File: src/hdl/tvbb_pkg.sv
// ----------------------------------------------------------------------------
// tvbb_pkg: shared types and constants of the transformed vertex bounding box
// Field widths, register indexes, reset values and the structs that pass
// between the configuration, transform and corner tracking units.
// ----------------------------------------------------------------------------
package tvbb_pkg;

    // Default parameter values
    localparam int VERTEX_WIDTH_DEF    = 24;
    localparam int COEFF_FRAC_BITS_DEF = 12;

    // Fixed field widths
    localparam int COORD_W     = 32;
    localparam int COEFF_W     = 16;
    localparam int ROW_W       = 3 * COEFF_W;
    localparam int CFG_INDEX_W = 3;
    localparam int CFG_DATA_W  = ROW_W;
    localparam int AXES        = 3;

    // Register indexes
    localparam logic [CFG_INDEX_W-1:0] REG_ROW_X   = 3'd0;
    localparam logic [CFG_INDEX_W-1:0] REG_ROW_Y   = 3'd1;
    localparam logic [CFG_INDEX_W-1:0] REG_ROW_Z   = 3'd2;
    localparam logic [CFG_INDEX_W-1:0] REG_SHIFT_X = 3'd3;
    localparam logic [CFG_INDEX_W-1:0] REG_SHIFT_Y = 3'd4;
    localparam logic [CFG_INDEX_W-1:0] REG_SHIFT_Z = 3'd5;

    // Reset values: linear part that swaps x and z, zero translation
    localparam logic [ROW_W-1:0] ROW_X_RESET = 48'h1000_0000_0000;
    localparam logic [ROW_W-1:0] ROW_Y_RESET = 48'h0000_1000_0000;
    localparam logic [ROW_W-1:0] ROW_Z_RESET = 48'h0000_0000_1000;

    // Saturation limits and empty corner values
    localparam logic signed [COORD_W-1:0] COORD_MAX = 32'sh7FFF_FFFF;
    localparam logic signed [COORD_W-1:0] COORD_MIN = 32'sh8000_0000;

    // Transform registers as seen by the datapath
    typedef struct packed {
        logic [ROW_W-1:0]          row_x;
        logic [ROW_W-1:0]          row_y;
        logic [ROW_W-1:0]          row_z;
        logic signed [COORD_W-1:0] shift_x;
        logic signed [COORD_W-1:0] shift_y;
        logic signed [COORD_W-1:0] shift_z;
    } tvbb_cfg_t;

    // Item flags carried down the transform pipeline
    typedef struct packed {
        logic last_vertex;
        logic empty_mesh;
    } tvbb_flags_t;

    // One transformed vertex with its flags
    typedef struct packed {
        logic signed [COORD_W-1:0] wx;
        logic signed [COORD_W-1:0] wy;
        logic signed [COORD_W-1:0] wz;
        tvbb_flags_t               flags;
    } tvbb_world_t;

    // Result box; min_x sits in the lowest bits
    typedef struct packed {
        logic signed [COORD_W-1:0] box_max_z;
        logic signed [COORD_W-1:0] box_max_y;
        logic signed [COORD_W-1:0] box_max_x;
        logic signed [COORD_W-1:0] box_min_z;
        logic signed [COORD_W-1:0] box_min_y;
        logic signed [COORD_W-1:0] box_min_x;
    } tvbb_box_t;

endpackage

File: src/hdl/tvbb_cfg.sv
// ----------------------------------------------------------------------------
// tvbb_cfg: transform register file
// Holds the three coefficient rows and the translation, written by index
// over the configuration channel. Writes to unused indexes are dropped.
// ----------------------------------------------------------------------------
module tvbb_cfg
(
    input  logic                                clk,
    input  logic                                rst_n,
    input  logic                                cfg_valid,
    output logic                                cfg_ready,
    input  logic [tvbb_pkg::CFG_INDEX_W-1:0]    cfg_index,
    input  logic [tvbb_pkg::CFG_DATA_W-1:0]     cfg_data,
    output tvbb_pkg::tvbb_cfg_t                 cfg
);

    tvbb_pkg::tvbb_cfg_t cfg_reg;
    tvbb_pkg::tvbb_cfg_t cfg_next;

    // Always take a write beat
    assign cfg_ready = 1'b1;
    assign cfg       = cfg_reg;

    // Decode the register index
    always_comb
    begin
        cfg_next = cfg_reg;
        if (cfg_valid)
        begin
            case (cfg_index)
                tvbb_pkg::REG_ROW_X:   cfg_next.row_x   = cfg_data;
                tvbb_pkg::REG_ROW_Y:   cfg_next.row_y   = cfg_data;
                tvbb_pkg::REG_ROW_Z:   cfg_next.row_z   = cfg_data;
                tvbb_pkg::REG_SHIFT_X: cfg_next.shift_x = cfg_data[tvbb_pkg::COORD_W-1:0];
                tvbb_pkg::REG_SHIFT_Y: cfg_next.shift_y = cfg_data[tvbb_pkg::COORD_W-1:0];
                tvbb_pkg::REG_SHIFT_Z: cfg_next.shift_z = cfg_data[tvbb_pkg::COORD_W-1:0];
                default:               cfg_next = cfg_reg;
            endcase
        end
    end

    // Hold the registers
    always_ff @(posedge clk or negedge rst_n)
    begin
        if (!rst_n)
        begin
            cfg_reg.row_x   <= tvbb_pkg::ROW_X_RESET;
            cfg_reg.row_y   <= tvbb_pkg::ROW_Y_RESET;
            cfg_reg.row_z   <= tvbb_pkg::ROW_Z_RESET;
            cfg_reg.shift_x <= '0;
            cfg_reg.shift_y <= '0;
            cfg_reg.shift_z <= '0;
        end
        else
        begin
            cfg_reg <= cfg_next;
        end
    end

endmodule

File: config.mk
export PLATFORM = sky130hd
export DESIGN_NAME = tvbb_cfg
export DESIGN_NICKNAME = d
export VERILOG_FILES = /design/src/hdl/tvbb_pkg.sv /design/src/hdl/tvbb_cfg.sv
export SDC_FILE = /design/constraint.sdc
export NUM_CORES = 1
export LEC_CHECK = 0
export ABC_AREA = 1
export BUFFER_PORTS_ARGS = -buffer_cell sky130_fd_sc_hd__buf_4
export CELL_PAD_IN_SITES_DETAIL_PLACEMENT = 1
export CELL_PAD_IN_SITES_GLOBAL_PLACEMENT = 1
export CORE_MARGIN = 2
export CORE_UTILIZATION = 37
export CTS_CLUSTER_SIZE = 10
export DETAILED_ROUTE_END_ITERATION = 8
export GPL_ROUTABILITY_DRIVEN = 0
export PLACE_DENSITY_LB_ADDON = 0.2
export SLEW_MARGIN = 20
export SYNTH_ARGS = -nofsm -noshare
export SYNTH_HDL_FRONTEND = slang
export SYNTH_SLANG_ARGS = --single-unit
File: constraint.sdc
create_clock -name clk -period 1 [get_ports clk]
set_clock_uncertainty 0.05 [all_clocks]
set_input_delay 0.05 -clock clk [delete_from_list [all_inputs] [get_ports clk]]
set_output_delay 0.05 -clock clk [all_outputs]
set_load 0.01 [all_outputs]
==> results.rst, run 1 <==
.. list-table::
   :header-rows: 1

   * - Metric
     - Value
   * - Synthesized area
     - slightly above 9000 sq um
   * - Routed wire length per instance
     - approximately 22 um
   * - Synth Register Bits
     - 240
   * - Number of flip-flops in the largest register
     - 240
   * - Post-route cell area
     - 15,960 sq um
   * - Antenna violations before repair
     - 0
   * - Type of the most critical hold path
     - primary input to register
   * - First drt pass iteration count
     - 5
   * - Growth of design area from synthesis to finish
     - 70.96%
   * - Status
     - finished, violations left
   * - Element type at the critical path end
     - output port
   * - CTS tree
     - built
   * - Maximum clock frequency
     - 779.5 MHz
   * - Synth Instances
     - 1,051
   * - Clk buf depth
     - 3
   * - Reported max-cap violation count
     - 0
   * - Die Span Y
     - roughly 160 um
   * - Dpl hpwl
     - roughly 23 mm
   * - Largest fanout on the critical path
     - 2
   * - Depth of the CTS H-tree
     - 1
   * - Clock-pin transition on the worst setup and hold timing paths
     - ~0.060 ns
   * - Count of antenna diodes in the layout
     - 0
   * - Leakage component of the power
     - around 8.7 nW
   * - Signal arrival time at the worst endpoint
     - 1.18 ns
   * - Critical path class
     - register to output port
   * - Share of the cycle needed by the critical path after routing
     - 1.283
   * - Final antenna-violating net count
     - 0
   * - Pin count of the biggest net entering global routing
     - 67
   * - Input/output buffers
     - around 300
   * - Final Total Pwr
     - roughly 33 mW
   * - Total Nets Final
     - 1,640
   * - Finished Core Util
     - 0.6395
   * - Slowest stage delay, CP
     - 0.55 ns
   * - Iter 0 DRT Violations
     - ~600
   * - Number of remaining DRC errors
     - 0
   * - Cell Area, Placed
     - roughly 12,000 sq um
   * - Wire length of the first global-routing pass
     - around 59 mm
   * - Area of the core
     - between 20,000 and 25,000 sq um
   * - Clock root buffer
     - sky130_fd_sc_hd__clkbuf_16
   * - Non-Filler Instances
     - between 1.5k and 2k
   * - Final Slew Violations
     - 0
   * - Cell Chain, Critical Path
     - buf_6
   * - Failing checks
     - negative setup slack
   * - Worst-path cell with the longest stage delay
     - sky130_fd_sc_hd__dfstp_2
   * - Vias
     - roughly 10k
   * - Via density per instance
     - between 5 and 6
   * - Layout filler cell count
     - about 2.7k
   * - # placed instances
     - about 1.7k
   * - Launching element type of the critical path
     - register
   * - Setup ws final
     - -0.2829 ns
   * - Total of warnings raised by yosys
     - 0
   * - Net count of the mapped netlist
     - 1,105
   * - Count of final setup violators
     - 243
   * - Total Die Area
     - 26,520 sq um
   * - Sequential area share after synthesis
     - 0.6436
   * - Final hold violation count
     - 0
   * - Fraction of layout cells with a size suffix above 1
     - 0.3557
   * - Final period demand of the worst path
     - ~1.3 ns
   * - I/O pin count
     - 295
   * - Latest clock arrival within the worst-skew pair
     - roughly 0.52 ns
   * - Final routed wirelength across all metal layers
     - about 43 mm
   * - Grt ovf
     - 0
   * - Initial standard-cell utilization of the core
     - 0.3740
   * - Aggregate global-route resource usage
     - 0.2844
   * - Number of sinks driven by the clock tree
     - 240
   * - Pre-CTS setup slack
     - -0.1584 ns
   * - Pwr per Cell Area
     - ~2100 nW/um^2
   * - RSZ-0062 raised after global routing
     - yes
   * - Core Rows
     - 58
   * - Number of unique standard cell types used by synthesis
     - 13
   * - Num CTS Buffers
     - 28
   * - Critical path required time
     - approximately 0.9 ns
   * - Worst supply voltage drop on vdd
     - approximately 1.3 mV
   * - Via count of the first global-routing pass
     - a little over 10k
   * - Combined buffer and inverter count along the critical path
     - 1
   * - Synthesized area per cell
     - 8.885 sq um
   * - Top Family by Delay on Critical Path
     - flip-flops
   * - Die width
     - ~160 um
## metrics by stage
step	setup TNS, ns	hold WS, ns
global placement	-5.203	-0.1822
global route	-47.37	0.02258
floorplan	0	-0.2956
detailed placement	-14.47	-0.1877
CTS	-40.11	0.004819
finish	-39.14	0.01620
## tightest hold or removal path: stages
cell	delay, ns
sky130_fd_sc_hd__buf_4	0.13
sky130_fd_sc_hd__nor2_4	0.08
sky130_fd_sc_hd__buf_12	0.16
sky130_fd_sc_hd__nand3_1	0.08
sky130_fd_sc_hd__nand2_1	0.05
## where the power goes
group	switching (mW)	leakage, nW	internal [mW]
clock	4.02	0.390	5.38
sequential	1.65	3.01	11.6
combinational	4.56	5.26	6.04
## layer usage
| layer | track usage | wire length [um] |
|---|---|---|
| met3 | 0.07588 | 3386 |
| met2 | 0.4990 | 21930 |
| met4 | 0.08930 | 1580 |
| met5 | 0.007576 | 0 |
| met1 | 0.3403 | 15710 |
## path summary, 6_finish.rpt
path,start,end,slack [ns],cells after the start
min in group asynchronous,rst_n,cfg[141]$_DFFE_PN0P_,0.07,3
max in group asynchronous,rst_n,cfg[135]$_DFFE_PN0P_,0.25,3
setup / recovery,cfg[172]$_DFFE_PN1P_,cfg[172],-0.28,1
hold reg to reg,cfg[108]$_DFFE_PN1P_,cfg[108]$_DFFE_PN1P_,0.43,2
setup reg to reg,cfg[124]$_DFFE_PN0P_,cfg[124]$_DFFE_PN0P_,-0.04,4
hold / removal,cfg_index[1],cfg[35]$_DFFE_PN0P_,0.02,5
## synthesized netlist by cell type
library cell,instances,area [sq um]
sky130_fd_sc_hd__buf_2,30,150.1
sky130_fd_sc_hd__inv_1,2,7.510
sky130_fd_sc_hd__nand2_1,554,2079
sky130_fd_sc_hd__dfstp_2,3,78.83
sky130_fd_sc_hd__dfrtp_1,237,5931
sky130_fd_sc_hd__conb_1,1,3.750
sky130_fd_sc_hd__inv_2,3,11.26
sky130_fd_sc_hd__buf_4,5,37.54
sky130_fd_sc_hd__clkbuf_1,33,123.9
sky130_fd_sc_hd__clkinv_1,1,3.750
sky130_fd_sc_hd__nand3_1,176,880.8
sky130_fd_sc_hd__nor2_1,3,11.26
sky130_fd_sc_hd__nor2_2,3,18.77
## cells by family after synthesis
kind of cell	Yosys count	synth area share
AND/OR/NAND/NOR	736	0.3202
flip-flops	240	0.6436
buffers and inverters	74	0.03578
other	1	0.0004016
## area by class of cell
cell class	instances	area [sq um]	share of cell area
flip-flops and latches	240	6010	0.3764
repair buffers	573	5653	0.3541
multi-input cells	737	3052	0.1912
clock buffers	50	804.5	0.05040
well taps	330	412.9	0.02586
inverters	6	22.52	0.001411
clock inverters	2	10.01	0.0006270
## layout by cell type (no fill, tap or decap)
cell type	n
sky130_fd_sc_hd__buf_4	255
sky130_fd_sc_hd__clkinv_1	1
sky130_fd_sc_hd__dlygate4sd3_1	52
sky130_fd_sc_hd__nand2_2	8
sky130_fd_sc_hd__buf_12	25
sky130_fd_sc_hd__buf_8	1
sky130_fd_sc_hd__nand2_1	546
sky130_fd_sc_hd__conb_1	1
sky130_fd_sc_hd__dfstp_2	3
sky130_fd_sc_hd__dfrtp_1	237
sky130_fd_sc_hd__clkinv_2	2
sky130_fd_sc_hd__clkbuf_16	29
sky130_fd_sc_hd__buf_6	240
sky130_fd_sc_hd__nor2_4	6
sky130_fd_sc_hd__inv_2	3
sky130_fd_sc_hd__clkbuf_1	21
sky130_fd_sc_hd__inv_1	2
sky130_fd_sc_hd__nand3_1	176
## what timing repair did
item                                    4_1_cts  5_1_grt
hold buffers                                 52        0
pin swaps                                     0        1
gates resized for setup                     240        2
endpoints found under the hold margin       480        0
endpoints found under the setup margin      240      243
buffers inserted                             79       98
Note: power is estimated with default switching activity, not from simulation.
==> run 2: changes to the inputs <==
- CORE_ASPECT_RATIO: not set -> 1.1
- clock period: 1 -> 1.24 ns (I/O delays scaled with it)
==> results.rst, run 2 (synthesis results as in run 1) <==
.. list-table::
   :header-rows: 1

   * - Metric
     - Value
   * - Number of flip-flops in the largest register
     - 240 (unchanged)
   * - Share of the cycle needed by the critical path after routing
     - 1.052
   * - Largest fanout on the critical path
     - 2 (unchanged)
   * - Iter 0 DRT Violations
     - 387 (was 599)
   * - Setup ws final
     - -0.06433 ns (was -0.2829 ns)
   * - Combinational share of power
     - 0.242 (was 0.319)
   * - Pwr per Cell Area
     - 1719 nW/um^2 (was 2080 nW/um^2)
   * - Area of the core
     - 24,620 sq um (was 24,960 sq um)
   * - Via density per instance
     - 5.008 (was 5.149)
   * - Total Die Area
     - 26,530 sq um (was 26,520 sq um)
   * - Die Span Y
     - 170.6 um (was 162.9 um)
   * - Number of remaining DRC errors
     - 0 (unchanged)
   * - Final routed wirelength across all metal layers
     - 33.64 mm (was 42.60 mm)
   * - Status
     - finished, violations left (unchanged)
   * - Type of the most critical hold path
     - primary input to register (unchanged)
   * - Launching element type of the critical path
     - register (unchanged)
   * - Clock-pin transition on the worst setup and hold timing paths
     - 0.06 ns (about the same)
   * - Grt ovf
     - 0 (unchanged)
   * - Cell Chain, Critical Path
     - buf_6 (unchanged)
   * - Input/output buffers
     - 293 (unchanged)
   * - Final Slew Violations
     - 0 (unchanged)
   * - Antenna violations before repair
     - 2 (was 0)
   * - Element type at the critical path end
     - output port (unchanged)
   * - I/O pin count
     - 295 (unchanged)
   * - Commonest non-fill, non-tap cell in the layout
     - sky130_fd_sc_hd__nand2_1 (unchanged)
   * - Depth of the CTS H-tree
     - 1 (unchanged)
   * - Pin count of the biggest net entering global routing
     - 58 (was 67)
   * - Leakage component of the power
     - 7.467 nW (was 8.658 nW)
   * - Core Rows
     - 60 (was 58)
   * - Die width
     - 155.5 um (was 162.9 um)
   * - Non-Filler Instances
     - 1,733 (was 1,938)
   * - Latest clock arrival within the worst-skew pair
     - 0.52 ns (about the same)
   * - Growth of design area from synthesis to finish
     - 45.68% (was 70.96%)
   * - Count of final setup violators
     - 3 (was 243)
   * - Layout filler cell count
     - 2,853 (was 2,719)
   * - Top Family by Delay on Critical Path
     - flip-flops (unchanged)
   * - Wire length of the first global-routing pass
     - 53.03 mm (was 58.52 mm)
   * - Combined buffer and inverter count along the critical path
     - 1 (unchanged)
   * - Final antenna-violating net count
     - 0 (unchanged)
   * - Internal Dissipation
     - 16.40 mW (was 22.98 mW)
   * - Num CTS Buffers
     - 28 (unchanged)
   * - Fraction of layout cells with a size suffix above 1
     - 0.2729 (was 0.3557)
   * - Final hold violation count
     - 0 (unchanged)
   * - Via count of the first global-routing pass
     - 9,451 (was 10.32k)
   * - Worst-path cell with the longest stage delay
     - sky130_fd_sc_hd__dfstp_2 (unchanged)
   * - Most frequent cells in the layout
     - 549 x sky130_fd_sc_hd__nand2_1, 317 x sky130_fd_sc_hd__buf_4, 237 x sky130_fd_sc_hd__dfrtp_1 (was 546 x sky130_fd_sc_hd__nand2_1, 255 x sky130_fd_sc_hd__buf_4, 240 x sky130_fd_sc_hd__buf_6)
   * - Critical path required time
     - 1.13 ns (was 0.90 ns)
   * - Final period demand of the worst path
     - 1.304 ns
   * - Switching share of total power
     - 0.2989 (was 0.3079)
   * - CTS tree
     - built (unchanged)
   * - Signal arrival time at the worst endpoint
     - 1.19 ns (was 1.18 ns)
   * - Worst supply voltage drop on vdd
     - 0.9664 mV (was 1.317 mV)
   * - Initial standard-cell utilization of the core
     - 0.3792 (was 0.3740)
   * - Total Nets Final
     - 1,460 (was 1,640)
   * - Clk buf depth
     - 3 (unchanged)
   * - Sw Pwr
     - 6.990 mW (was 10.23 mW)
   * - Reg power frac
     - 0.441 (was 0.398)
   * - Part of the power in the clock network
     - 0.316 (was 0.283)
   * - Reported max-cap violation count
     - 0 (unchanged)
   * - Routed wire length per instance
     - 19.41 um (was 21.98 um)
   * - Clock root buffer
     - sky130_fd_sc_hd__clkbuf_16 (unchanged)
   * - Dpl hpwl
     - 22.85 mm (was 22.55 mm)
   * - Maximum clock frequency
     - around 770 MHz
   * - First drt pass iteration count
     - 4 (was 5)
   * - # placed instances
     - 1,631 (was 1,657)
   * - RSZ-0062 raised after global routing
     - yes (unchanged)
   * - Failing checks
     - negative setup slack (unchanged)
   * - Finished Core Util
     - 0.5524 (was 0.6395)
   * - Number of sinks driven by the clock tree
     - 240 (unchanged)
   * - Vias
     - 8,679 (was 9,978)
   * - Critical path class
     - register to output port (unchanged)
   * - Aggregate global-route resource usage
     - 0.2538 (was 0.2844)
   * - Slowest stage delay, CP
     - 0.56 ns (was 0.55 ns)
## run 2: changes by cell type in the layout (fill, tap and decap cells not counted), sizes merged
| cell | delta |
|---|---|
| dlygate4sd3 | +1 |
| clkbuf | -5 |
| diode | +1 |
| buf | -181 |
| clkinv | -1 |
## run 2: final cells by class
type | count | area [sq um] | share of cell area
flip-flops and latches | 240 | 6010 | 0.4418
inverters | 6 | 22.52 | 0.001656
multi-input cells | 737 | 3044 | 0.2238
diodes | 1 | 2.502 | 0.0001840
clock buffers | 45 | 795.8 | 0.05850
clock inverters | 1 | 5.005 | 0.0003679
well taps | 310 | 387.9 | 0.02851
repair buffers | 393 | 3336 | 0.2452
## run 2: power by group through the flow
stage	Combinational [mW]	Sequential, mW	Clock, mW
after floorplan	1.36	10.9	0
after global placement	5.38	10.4	0
after detailed placement	5.56	10.4	0
after CTS	5.74	10.3	7.53
after global routing	6.23	10.5	7.87
final	5.67	10.3	7.40
## run 2: path summary, 6_finish.rpt
check | start | to | slack, ns | cells after the start
min in group asynchronous | rst_n | cfg[185]$_DFFE_PN0P_ | 0.49 | 3
setup / recovery | cfg[236]$_DFFE_PN1P_ | cfg[236] | -0.06 | 1
hold / removal | cfg_index[1] | cfg[63]$_DFFE_PN0P_ | 0.02 | 5
setup reg to reg | cfg[172]$_DFFE_PN1P_ | cfg[172]$_DFFE_PN1P_ | 0.27 | 4
hold reg to reg | cfg[115]$_DFFE_PN0P_ | cfg[115]$_DFFE_PN0P_ | 0.42 | 2
max in group asynchronous | rst_n | cfg[108]$_DFFE_PN1P_ | 0.09 | 4
## run 2: timing repair
action	CTS	global route
hold buffers	53	0
endpoints found under the hold margin	480	0
gates resized for setup	3	2
setup buffers	1	1
pin swaps	0	0
endpoints found under the setup margin	3	6
## run 2: per-layer routing
layer  global-route usage  part of all wire  vias to the layer above
li1                     -                 -                     4010
met3              0.05775             0.059                       53
met1               0.3085              0.40                     4377
met4              0.07499             0.028                        2
met5                    0           0.00048                        -
met2               0.4509              0.51                      237
## run 2: stage by stage
step	area (sq um)	hold slack (ns)	setup TNS (ns)	total power, mW	worst slack, ns
3_3_place_gp	12230	-0.08622	-1.254	15.78	-0.05512
2_1_floorplan	9338	-0.2836	0	12.26	0.2434
5_1_grt	13600	0.02729	-0.2133	24.58	-0.08124
6_report	13600	0.01650	-0.1358	23.39	-0.06433
3_5_place_dp	12230	-0.08774	-1.597	15.98	-0.07660
4_1_cts	13580	0.004741	-0.1745	23.60	-0.07714
==> run 3: changes to the inputs <==
- clock period: 1.24 -> 1.4 ns (I/O delays scaled with it)
==> results.rst, run 3 (synthesis results as in run 1) <==
.. list-table::
   :header-rows: 1

   * - Metric
     - Value
   * - Status
     - complete, no violations (was finished, violations left)
   * - Via density per instance
     - 4.988 (was 5.008)
   * - RSZ-0062 raised after global routing
     - no (was yes)
   * - Number of sinks driven by the clock tree
     - 240 (unchanged)
   * - Dpl hpwl
     - 22.26 mm (was 22.85 mm)
   * - Critical path required time
     - 1.28 ns (was 1.13 ns)
   * - Final hold violation count
     - 0 (unchanged)
   * - Die Span Y
     - 170.6 um (unchanged)
   * - Post-CTS repair timing setup buffer count
     - 0 (was 1)
   * - Signal arrival time at the worst endpoint
     - 1.19 ns (about the same)
   * - Aggregate global-route resource usage
     - 0.2504 (was 0.2538)
   * - Input/output buffers
     - 293 (unchanged)
   * - Gates resized, CTS repair
     - 0 (was 3)
   * - Area of the core
     - 24,620 sq um (unchanged)
   * - Num CTS Buffers
     - 28 (unchanged)
   * - Depth of the most critical reg-to-reg path
     - 2 (was 4)
   * - First drt pass iteration count
     - 4 (unchanged)
   * - Pwr per Cell Area
     - 1542 nW/um^2 (was 1719 nW/um^2)
   * - I/O pin count
     - 295 (unchanged)
   * - Final period demand of the worst path
     - 1.307 ns
   * - Number of remaining DRC errors
     - 0 (unchanged)
   * - Count of antenna diodes in the layout
     - 0 (was 1)
   * - Final Slew Violations
     - 0 (unchanged)
   * - Latest clock arrival within the worst-skew pair
     - 0.53 ns (was 0.52 ns)
   * - Element type at the critical path end
     - output port (unchanged)
   * - Final antenna-violating net count
     - 0 (unchanged)
   * - Cell Chain, Critical Path
     - buf_4 (was buf_6)
   * - Combined buffer and inverter count along the critical path
     - 1 (unchanged)
   * - Die width
     - 155.5 um (unchanged)
   * - Iter 0 DRT Violations
     - 412 (was 387)
   * - Antenna violations before repair
     - 0 (was 2)
   * - Total negative slack
     - 0 ns (was -0.1358 ns)
   * - Slowest stage delay, CP
     - 0.53 ns (was 0.56 ns)
   * - Growth of design area from synthesis to finish
     - 43.87% (was 45.68%)
   * - Top Family by Delay on Critical Path
     - flip-flops (unchanged)
   * - R2r setup slk
     - 0.66 ns (was 0.27 ns)
   * - Worst supply voltage drop on vdd
     - 0.9915 mV (was 0.9664 mV)
   * - Critical register-to-register path endpoint
     - cfg[236]$_DFFE_PN1P_ (was cfg[172]$_DFFE_PN1P_)
   * - Initial standard-cell utilization of the core
     - 0.3792 (unchanged)
   * - Vias
     - 8,614 (was 8,679)
   * - Leakage component of the power
     - 7.391 nW (was 7.467 nW)
   * - Commonest non-fill, non-tap cell in the layout
     - sky130_fd_sc_hd__nand2_1 (unchanged)
   * - CTS tree
     - built (unchanged)
   * - Wire length of the first global-routing pass
     - 52.30 mm (was 53.03 mm)
   * - Via count of the first global-routing pass
     - 9,323 (was 9,451)
   * - Hold Path Depth
     - 5 (unchanged)
   * - Critical path class
     - register to output port (unchanged)
   * - Routed wire length per instance
     - 19.15 um (was 19.41 um)
   * - Total Nets Final
     - 1,450 (was 1,460)
   * - Endpoint of the worst hold-timing path
     - cfg[154]$_DFFE_PN0P_ (was cfg[63]$_DFFE_PN0P_)
   * - Fraction of layout cells with a size suffix above 1
     - 0.2675 (was 0.2729)
   * - Maximum clock frequency
     - 765.1 MHz
   * - Most frequent cells in the layout
     - 549 x sky130_fd_sc_hd__nand2_1, 319 x sky130_fd_sc_hd__buf_4, 237 x sky130_fd_sc_hd__dfrtp_1 (was 549 x sky130_fd_sc_hd__nand2_1, 317 x sky130_fd_sc_hd__buf_4, 237 x sky130_fd_sc_hd__dfrtp_1)
   * - Worst-path cell with the longest stage delay
     - sky130_fd_sc_hd__dfstp_2 (unchanged)
   * - Core Rows
     - 60 (unchanged)
   * - Total Die Area
     - 26,530 sq um (unchanged)
   * - Count of final setup violators
     - 0 (was 3)
   * - Depth of the CTS H-tree
     - 1 (unchanged)
   * - Clk buf depth
     - 3 (unchanged)
   * - Clock root buffer
     - sky130_fd_sc_hd__clkbuf_16 (unchanged)
   * - Crit Reg-Reg Startpoint
     - cfg[236]$_DFFE_PN1P_ (was cfg[172]$_DFFE_PN1P_)
   * - Reported max-cap violation count
     - 0 (unchanged)
   * - Worst Hold Launch
     - cfg_index[2] (was cfg_index[1])
   * - Type of the most critical hold path
     - primary input to register (unchanged)
   * - Clock-pin transition on the worst setup and hold timing paths
     - 0.06 ns (about the same)
   * - Largest fanout on the critical path
     - 2 (unchanged)
   * - Grt ovf
     - 0 (unchanged)
   * - Number of flip-flops in the largest register
     - 240 (unchanged)
   * - Launching element type of the critical path
     - register (unchanged)
   * - Share of the cycle needed by the critical path after routing
     - 0.9336
   * - Pin count of the biggest net entering global routing
     - 81 (was 58)
   * - Final routed wirelength across all metal layers
     - 33.08 mm (was 33.64 mm)
   * - Tightest hold margin
     - 0.02621 ns (was 0.01650 ns)
[run 3: cell count changes in the layout (fill, tap and decap cells not counted), sizes merged]
cell         change
buf              -9
clkbuf           +5
diode            -1
dlygate4sd3      -1
[run 3: layout make-up]
cell class                      instances  area [sq um]
Fill cell                            2843         11190
Tap cell                              310         387.9
Clock buffer                           50         814.5
Timing Repair Buffer                  383          3151
Inverter                                6         22.52
Multi-Input combinational cell        737          3044
Clock inverter                          1         5.005
Sequential cell                       240          6010
[run 3: timing repair]
action                                  in CTS  in global routing
endpoints found under the setup margin       0                  0
hold endpoints to repair                   478                  0
hold buffers                                52                  0
[run 3: metrics by stage]
stage | utilization | power [mW] | instances | instance area, sq um | setup slack, ns
after floorplan | - | 10.86 | 1051 | 9338 | 0.3954
after global placement | 0.4912 | 13.93 | 1624 | 12090 | 0.2215
after detailed placement | 0.4912 | 14.10 | 1624 | 12090 | 0.1965
after CTS | 0.5456 | 20.91 | 1727 | 13430 | 0.07368
after global routing | 0.5456 | 21.82 | 1727 | 13430 | 0.04934
final | 0.5456 | 20.71 | 1727 | 13430 | 0.09293
[run 3: routing by layer]
| layer | track usage | part of all wire | up-vias |
|---|---|---|---|
| met5 | 0 | 0 | - |
| met4 | 0.08217 | 0.033 | 0 |
| met1 | 0.3157 | 0.42 | 4320 |
| met3 | 0.05496 | 0.059 | 65 |
| met2 | 0.4294 | 0.49 | 244 |
| li1 | - | - | 3985 |
[run 3: how the worst max path moves through the flow]
stage	slack, ns	end	from	depth (start not counted)
after floorplan	0.40	cfg[219]$_DFFE_PN0P_	cfg_index[1]	6
after global placement	0.22	cfg[70]$_DFFE_PN0P_	cfg_index[2]	6
after detailed placement	0.20	cfg[70]$_DFFE_PN0P_	cfg_index[2]	6
after CTS	0.07	cfg[236]	cfg[236]$_DFFE_PN1P_	1
after global routing	0.05	cfg[172]$_DFFE_PN1P_	rst_n	4
final	0.09	cfg[236]	cfg[236]$_DFFE_PN1P_	1
[run 3: power breakdown]
group	switching [mW]	internal (mW)	leakage (nW)
sequential	0.818	8.26	3.01
combinational	2.61	2.38	3.99
clock	2.76	3.88	0.392
